[src/rtl/ichc_pkg.sv]
// Package: shared types, constants and address helpers of the two-level cache model.
`default_nettype none
package ichc_pkg;

    localparam int L1_LINES   = 256;
    localparam int L2_LINES   = 1024;
    localparam int L1_AW      = 8;
    localparam int L2_AW      = 10;
    localparam int WAY_CAP    = 3;

    // Configuration register indexes
    typedef enum logic [2:0] {
        CFG_BLOCK    = 3'd0,
        CFG_L1_SIZE  = 3'd1,
        CFG_L2_SIZE  = 3'd2,
        CFG_L1_WAYS  = 3'd3,
        CFG_L2_WAYS  = 3'd4,
        CFG_WR_ALLOC = 3'd5
    } ichc_cfg_idx_t;

    typedef struct packed {
        logic [31:0] address;
        logic        command;
    } ichc_req_t;

    typedef struct packed {
        logic        l1_hit;
        logic        l2_accessed;
        logic        l2_hit;
        logic        l1_dirty_evicted;
        logic        memory_writeback;
        logic [31:0] writeback_address;
    } ichc_rsp_t;

    // One stored line of either level
    typedef struct packed {
        logic        valid;
        logic        dirty;
        logic [31:0] tag;
        logic [31:0] stamp;
    } ichc_entry_t;

    // Effective geometry after saturation
    typedef struct packed {
        logic [3:0] blk;
        logic [3:0] l1_sets;
        logic [1:0] l1_ways;
        logic [3:0] l2_sets;
        logic [1:0] l2_ways;
        logic       wr_alloc;
    } ichc_geom_t;

    function automatic logic [9:0] f_set(logic [31:0] a, logic [3:0] blk, logic [3:0] sets);
        logic [31:0] s;
        s = a >> blk;
        return s[9:0] & 10'((11'd1 << sets) - 11'd1);
    endfunction

    function automatic logic [31:0] f_tag(logic [31:0] a, logic [3:0] blk, logic [3:0] sets);
        return a >> (5'(blk) + 5'(sets));
    endfunction

    function automatic logic [31:0] f_vaddr(logic [31:0] tag, logic [9:0] set,
                                            logic [3:0] blk, logic [3:0] sets);
        logic [63:0] v;
        v = ((64'(tag) << sets) | 64'(set)) << blk;
        return v[31:0];
    endfunction

endpackage
`default_nettype wire

[src/rtl/ichc_cfg.sv]
// Configuration registers and saturated geometry of both cache levels.
`default_nettype none
module ichc_cfg import ichc_pkg::*; (
    input  wire logic       clk,
    input  wire logic       rst_n,
    input  wire logic       we,
    input  wire logic [2:0] index,
    input  wire logic [4:0] data,
    output ichc_geom_t      geom
);

    logic [3:0] blk_reg;
    logic [4:0] l1_size_reg;
    logic [4:0] l2_size_reg;
    logic [1:0] l1_ways_reg;
    logic [1:0] l2_ways_reg;
    logic       wa_reg;

    // register writes
    always_ff @(posedge clk or negedge rst_n)
    begin
        if (!rst_n)
        begin
            blk_reg     <= 4'd4;
            l1_size_reg <= 5'd10;
            l2_size_reg <= 5'd12;
            l1_ways_reg <= 2'd1;
            l2_ways_reg <= 2'd2;
            wa_reg      <= 1'b1;
        end
        else if (we)
        begin
            unique case (index)
                CFG_BLOCK:    blk_reg     <= data[3:0];
                CFG_L1_SIZE:  l1_size_reg <= data;
                CFG_L2_SIZE:  l2_size_reg <= data;
                CFG_L1_WAYS:  l1_ways_reg <= data[1:0];
                CFG_L2_WAYS:  l2_ways_reg <= data[1:0];
                CFG_WR_ALLOC: wa_reg      <= data[0];
                default:      ;
            endcase
        end
    end

    // saturate lines and ways per level
    logic [4:0] l1_lines;
    logic [4:0] l2_lines;
    logic [4:0] l1_w;
    logic [4:0] l2_w;

    always_comb
    begin
        l1_lines = (l1_size_reg > 5'(blk_reg)) ? l1_size_reg - 5'(blk_reg) : 5'd0;
        l2_lines = (l2_size_reg > 5'(blk_reg)) ? l2_size_reg - 5'(blk_reg) : 5'd0;
        if (l1_lines > 5'(L1_AW)) l1_lines = 5'(L1_AW);
        if (l2_lines > 5'(L2_AW)) l2_lines = 5'(L2_AW);
        l1_w = 5'(l1_ways_reg);
        l2_w = 5'(l2_ways_reg);
        if (l1_w > l1_lines) l1_w = l1_lines;
        if (l2_w > l2_lines) l2_w = l2_lines;
        if (l1_w > 5'(WAY_CAP)) l1_w = 5'(WAY_CAP);
        if (l2_w > 5'(WAY_CAP)) l2_w = 5'(WAY_CAP);
        geom.blk      = blk_reg;
        geom.l1_ways  = l1_w[1:0];
        geom.l2_ways  = l2_w[1:0];
        geom.l1_sets  = 4'(l1_lines - l1_w);
        geom.l2_sets  = 4'(l2_lines - l2_w);
        geom.wr_alloc = wa_reg;
    end

endmodule
`default_nettype wire

[config.mk]
export PLATFORM = sky130hd
export DESIGN_NAME = ichc_cfg
export DESIGN_NICKNAME = d
export VERILOG_FILES = /design/src/rtl/ichc_pkg.sv /design/src/rtl/ichc_cfg.sv
export SDC_FILE = /design/constraint.sdc
export NUM_CORES = 1
export LEC_CHECK = 0
export BUFFER_PORTS_ARGS = -buffer_cell sky130_fd_sc_hd__buf_2
export CAP_MARGIN = 20
export CORE_ASPECT_RATIO = 1.1
export CORE_MARGIN = 10
export CORE_UTILIZATION = 50
export CTS_BUF_LIST = sky130_fd_sc_hd__clkbuf_4
export DETAILED_ROUTE_END_ITERATION = 10
export GPL_ROUTABILITY_DRIVEN = 0
export MAX_ROUTING_LAYER = met4
export PLACE_DENSITY = 0.72
export SYNTH_ARGS = -nofsm -noshare
export SYNTH_HDL_FRONTEND = slang
export SYNTH_SLANG_ARGS = --single-unit
[constraint.sdc]
create_clock -name clk -period 6.6 [get_ports clk]
set_input_delay 0 -clock clk [delete_from_list [all_inputs] [get_ports clk]]
set_output_delay 0 -clock clk [all_outputs]
set_load 0.005 [all_outputs]
==> results of run 1 <==
## cells by family (layout without fill, tap and decap cells)
family / count (synthesis) / count (layout) / share of synthesized area, %
flip-flops: 19 / 19 / 27.0
XOR/XNOR: 9 / 9 / 4.81
AND/OR/NAND/NOR: 69 / 69 / 19.6
multiplexers: 13 / 13 / 8.08
other: 1 / 2 / 0.209
AO/OA/AOI/OAI: 41 / 41 / 16.7
adder cells (fa/ha/maj): 23 / 23 / 17.6
buffers and inverters: 25 / 56 / 6.06
## synthesized netlist by cell type, types with 7 or more instances
library cell,instances,area share (%)
nand2_1,20,4.2
ha_1,18,13
dfrtp_1,11,15
nor2b_1,8,2.8
inv_1,19,4.0
o21ai_0,12,3.3
xnor2_1,7,3.4
a21oi_1,8,2.2
dfstp_2,8,12
nor2_1,16,3.3
mux2_2,10,6.3
## worst max-delay path by stage
stage	end	slack, ps	depth (start not counted)	start
2_1_floorplan	geom[4]	2840	16	blk_reg[0]
3_3_place_gp	geom[6]	2490	18	blk_reg[0]
3_5_place_dp	geom[6]	2430	18	blk_reg[0]
4_1_cts	geom[6]	2110	18	blk_reg[0]
5_1_grt	geom[6]	1810	18	blk_reg[0]
6_report	geom[6]	2160	18	blk_reg[0]
## final cells by class
| class | instances | area, µm² | area share [%] |
|---|---|---|---|
| Multi-Input combinational cell | 157 | 1200 | 58.9 |
| Sequential cell | 19 | 485 | 23.7 |
| Timing Repair Buffer | 33 | 195 | 9.54 |
| Inverter | 19 | 71.3 | 3.48 |
| Tap cell | 48 | 60.1 | 2.93 |
| Clock buffer | 4 | 30.0 | 1.47 |
## tightest hold or removal path: cells and delay by family
| family | cells | cell delay (ps) |
|---|---|---|
| buffers and inverters | 1 | 130 |
| AND/OR/NAND/NOR | 2 | 160 |
| AO/OA/AOI/OAI | 1 | 70 |
## through the flow
step	area, µm²	power, µW	instances	hold WS, ps
4_1_cts	2050	932	280	63.1
5_1_grt	2050	1030	280	78.3
3_3_place_gp	1960	859	270	-42.4
6_report	2050	916	280	69.6
2_1_floorplan	1800	676	201	-296
3_5_place_dp	1960	865	270	-44.5
## per-layer routing
| metal | part of all wire, % | track usage (%) | wire length [µm] | vias up |
|---|---|---|---|---|
| li1 | - | - | - | 752 |
| met1 | 43 | 12.9 | 1550 | 655 |
| met2 | 53 | 20.5 | 1910 | 16 |
| met3 | 2.6 | 1.62 | 93 | 4 |
| met4 | 1.6 | 4.46 | 58 | 0 |
| met5 | 0 | - | 0 | - |
## power by group
group / internal [µW] / switching, µW / total (µW)
clock network: 27.6 / 33.8 / 61.4
registers: 149 / 20.8 / 170
logic: 325 / 359 / 685
==> results.cfg, run 1 <==
[critical_path]
timing.critical_path.mode_cell = ha_1
rr_worst_depth = 1
cpLargestDelayFamily = compound AO/OA/AOI/OAI gates
path_buf_inv = 2
crit_slowest_cell = dfrtp_1
worst-path-max-fanout = 4
worst-setup-path-type = flop to primary output
required_ps = 6600
worstPathArrival_ps = 4440
timing.rr.start = l1_size_reg[4]
ff2ff_setup_slack_ps = 5680
largest_incremental_delay_on_the_critical_path_ps = 440
critical_path.endpoint_type = primary output
timing.rr.end = l1_size_reg[4]
critical_path.cell_chain = ha_1, fa_1, nand2b_1, a21oi_2, nand2_1, o31ai_4, a21o_1, inv_1, ha_1, nor2b_1, o21ai_0, a311oi_2, mux2i_1, ha_1, a21o_1, a21oi_1, xnor2_1, buf_2
crit_path_start_kind = flop

[floorplan]
die_area_um2 = 6390
coreArea_um2 = 3390
die_h_um = 82.9
floorplan.initialDensity_pct = 53.0
fp-row-count = 22
pin_count = 28
floorplan.die.width_um = 77.1

[synth]
synth-async-reset-ratio_pct = 100
synth_enable_flop_cells = 0
synth_warnings = 0
synth_cell_types = 51
synth.avg_cell_area_um2 = 8.98
synth.ff_latch_count = 19
dominantRegCellSynth = dfrtp_1
synthCells = 200
synth_sequential_area_ratio_pct = 27.0
synthesis.area_um2 = 1800

[hold_path]
hold-path-endpoint = blk_reg[2]
min_delay_path_depth = 4
hold_start = index[1]
hp-class = input port to flop

[detailed_routing]
dr.pass1.iters = 4
routed_wirelength_normalized_by_instance_count_um = 12.9
route.final.wire_length_um = 3620
drtAntennaViolNets = 0
routed_via_density = 5.10
drcViolationCount = 0
drt_initial_violations = 43
vias_after_detailed_routing = 1427

[timing]
fin_tns_setup_ps = 0
timing.final.setup_violations = 0
final-max-slew-violation-count = 0
max_freq_mhz = 225
clock_skew_after_layout_ps = 0
tightestPinTransition_ps = 549
post-route-worst-setup-slack_ps = 2160
timing.max_slew.rel_slack_pct = 63.4
final.period_utilization_pct = 67.3
final_hold_viol_count = 0
post-route-min-period_ps = 4440
rsz0062_at_grt = no

[global_routing]
wire_length_of_the_first_global_routing_pass_um = 6150
global_route.overflow_total = 0
maximum_number_of_pins_on_one_net_before_global_route_repair = 20
via_count_of_the_first_global_routing_pass = 1405
grt_usage_pct = 11.7
grt_antenna_before_repair = 0

[power]
static_leakage_uw = 0.000923
vdd_ir_drop_max_uv = 271
power_density_nw_per_um2 = 447

[clocking]
cts_inserted_buffers = 3
insertion_delay_ps = 290
cts_num_sinks = 19
cts.hold.buffers_added = 6
postCtsSetupBuffers = 0
postCtsResizedCells = 0
cts-root-to-sink-buffers = 2
htreeDepth = 1
path_clk_slew_ps = 100
cts-root-buf = clkbuf_4
cts_tree = yes

[layout]
layout_cell_share_with_drive_strength_beyond_1_pct = 25.9
area_growth_pct = 14.0
mostFrequentLayoutCells = buf_2 (27), nand2_1 (20), inv_1 (19)
finalNetCount = 266
layout.filler_cells = 320
diodes = 0
mostFrequentLayoutCell = buf_2
layout.core_utilization_pct = 60.5

[job]
maxCapViolCount = 0

[placed_design]
dp_hpwl_um = 2930
buffer_ports.inserted = 27
place_ws_ps = 2430

[status]
status = finished, final reports clean
Note: power is estimated with default switching activity, not from simulation.
==> run 2, diff against run 1 <==
--- a/config.mk
+++ b/config.mk
@@ -14,7 +14,7 @@
 export DETAILED_ROUTE_END_ITERATION = 10
 export GPL_ROUTABILITY_DRIVEN = 0
 export MAX_ROUTING_LAYER = met4
-export PLACE_DENSITY = 0.72
+export PLACE_DENSITY = 0.74
 export SYNTH_ARGS = -nofsm -noshare
 export SYNTH_HDL_FRONTEND = slang
 export SYNTH_SLANG_ARGS = --single-unit
==> constraint.sdc (replaced) <==
create_clock -name clk -period 4 [get_ports clk]
set_input_delay 0 -clock clk [delete_from_list [all_inputs] [get_ports clk]]
set_output_delay 0 -clock clk [all_outputs]
set_load 0.005 [all_outputs]
==> run 2 against run 1 <==
The run now ends with negative setup slack left. Worst hold slack improved by 19 ps. Routed wire length up 29%. Die area stayed put.
==> results.cfg, run 2 (synthesis results as in run 1) <==
[status]
status = finished, violations left
violations_in_the_final_reports = negative setup slack

[clocking]
htreeDepth = 1
cts_num_sinks = 19
cts_tree = yes
insertion_delay_ps = 290
cts-root-buf = clkbuf_4
cts_inserted_buffers = 3
cts-root-to-sink-buffers = 2
path_clk_slew_ps = 100

[timing]
clock_skew_after_layout_ps = 0
post-route-worst-setup-slack_ps = -139
post-route-min-period_ps = 4140
rsz0062_at_grt = yes
final.period_utilization_pct = 103
tightestPinTransition_ps = 563
timing.max_slew.rel_slack_pct = 62.3
fin_tns_setup_ps = -291
max_freq_mhz = 242
timing.final.setup_violations = 4
final-max-slew-violation-count = 0
final_hold_viol_count = 0

[layout]
diodes = 0
area_growth_pct = 36.7
finish.cell_count_without_fillers = 308
finalNetCount = 294
mostFrequentLayoutCells = buf_2 (27), buf_4 (27), nand2_1 (18)
layout_cell_share_with_drive_strength_beyond_1_pct = 46.2

[critical_path]
timing.rr.end = blk_reg[0]
worst-setup-path-type = flop to primary output
critical_path.cell_chain = inv_1, fa_2, nor2b_2, o22ai_2, xnor2_1, nand3_1, a21o_1, or2_4, ha_4, nor2b_4, o21ai_2, or3_4, o22a_1, ha_1, a21o_1, a21oi_2, xnor2_1, buf_2
rr_worst_depth = 3
ff2ff_setup_slack_ps = 2970
largest_incremental_delay_on_the_critical_path_ps = 550
worstPathArrival_ps = 4140
critical_path.endpoint_type = primary output
crit_slowest_cell = dfstp_2
crit_path_start_kind = flop
worst-path-max-fanout = 3
timing.rr.start = blk_reg[0]
required_ps = 4000

[power]
power_density_nw_per_um2 = 843
vdd_ir_drop_max_uv = 815
static_leakage_uw = 0.00109

[floorplan]
die_h_um = 82.9
pin_count = 28
floorplan.initialDensity_pct = 53.0
fp-row-count = 22
coreArea_um2 = 3390
die_area_um2 = 6390
floorplan.die.width_um = 77.1

[global_routing]
wire_length_of_the_first_global_routing_pass_um = 7600
maximum_number_of_pins_on_one_net_before_global_route_repair = 20
grt_usage_pct = 14.2
via_count_of_the_first_global_routing_pass = 1667
grt_antenna_before_repair = 0
global_route.overflow_total = 0

[detailed_routing]
drcViolationCount = 0
routed_wirelength_normalized_by_instance_count_um = 15.2
routed_via_density = 5.25
vias_after_detailed_routing = 1616
route.final.wire_length_um = 4670
drtAntennaViolNets = 0
dr.pass1.iters = 4
drt_initial_violations = 75

[hold_path]
min_delay_path_depth = 4
hold_start = index[1]
hp-class = input port to flop
hold-path-endpoint = blk_reg[2]

[placed_design]
dp_hpwl_um = 3150
dp.cells = 281
buffer_ports.inserted = 27

[job]
maxCapViolCount = 0
run 2: changes by cell type in the layout (fill, tap and decap cells not counted), moves of 3 or more:
cell     delta
fa_1        -3
ha_4        +6
inv_1       -3
nor2b_1     -3
buf_4      +27
inv_2       +3
fa_2        +3
ha_1        -7
run 2: stage by stage:
| step | hold WS, ps | cell area, µm² | setup WS (ps) | power [µW] | util (%) |
|---|---|---|---|---|---|
| 2_1_floorplan | -296 | 1800 | 238 | 1120 | - |
| 3_5_place_dp | -45.5 | 2040 | -83.3 | 1540 | 60.2 |
| 5_1_grt | 82.8 | 2450 | -301 | 2260 | 72.5 |
| 6_report | 89.0 | 2450 | -139 | 2070 | 72.5 |
| 3_3_place_gp | -42.3 | 2040 | -7.21 | 1510 | 60.2 |
| 4_1_cts | 72.9 | 2300 | -98.4 | 1850 | 68.1 |
run 2: where the power goes:
| group | switching (µW) | leakage, µW | internal [µW] |
|---|---|---|---|
| combinational | 799 | 0.000859 | 881 |
| sequential | 40.1 | 0.000216 | 246 |
| clock | 55.7 | 0.0000184 | 45.6 |
| total | 895 | 0.00109 | 1170 |
run 2: final cells by class:
| type | count | area (µm²) |
|---|---|---|
| sequential | 19 | 487 |
| fill | 240 | 932 |
| tap | 48 | 60.1 |
| multi-input combinational | 157 | 1400 |
| timing repair buffer | 61 | 409 |
| inverter | 19 | 71.3 |
| clock buffer | 4 | 30.0 |
run 2: how the worst max path moves through the flow:
stage / startpoint / end / slack [ps] / depth (start not counted)
detailed placement: blk_reg[0] / geom[12] / -80 / 18
finish: l1_size_reg[1] / geom[12] / -140 / 18
global route: l1_size_reg[0] / geom[12] / -300 / 19
floorplan: blk_reg[0] / geom[4] / 240 / 16
CTS: l1_size_reg[1] / geom[12] / -100 / 18
global placement: blk_reg[0] / geom[12] / -7 / 18
run 2: metal layers:
layer,wire [µm],GRT usage (%),vias up
met3,100,1.72,14
met1,1850,14.7,768
li1,-,-,806
met4,145,6.11,0
met2,2580,25.9,28
met5,0,-,-
run 2: repair_timing:
| item | CTS | global route |
|---|---|---|
| endpoints found under the hold margin | 32 | 0 |
| setup buffers | 7 | 10 |
| hold buffers | 6 | 0 |
| setup endpoints to repair | 6 | 6 |
| gates resized for setup | 28 | 14 |
| pin swaps | 8 | 14 |
run 2: critical path: cells and delay by family (launching register included):
family	cells	cell delay (ps)
and+or+nand+nor	5	970
AOI/OAI and AO/OA	6	920
xor gates and xnor gates	2	280
adders and majority gates	3	930
buffers and inverters	2	200
DFF	1	550
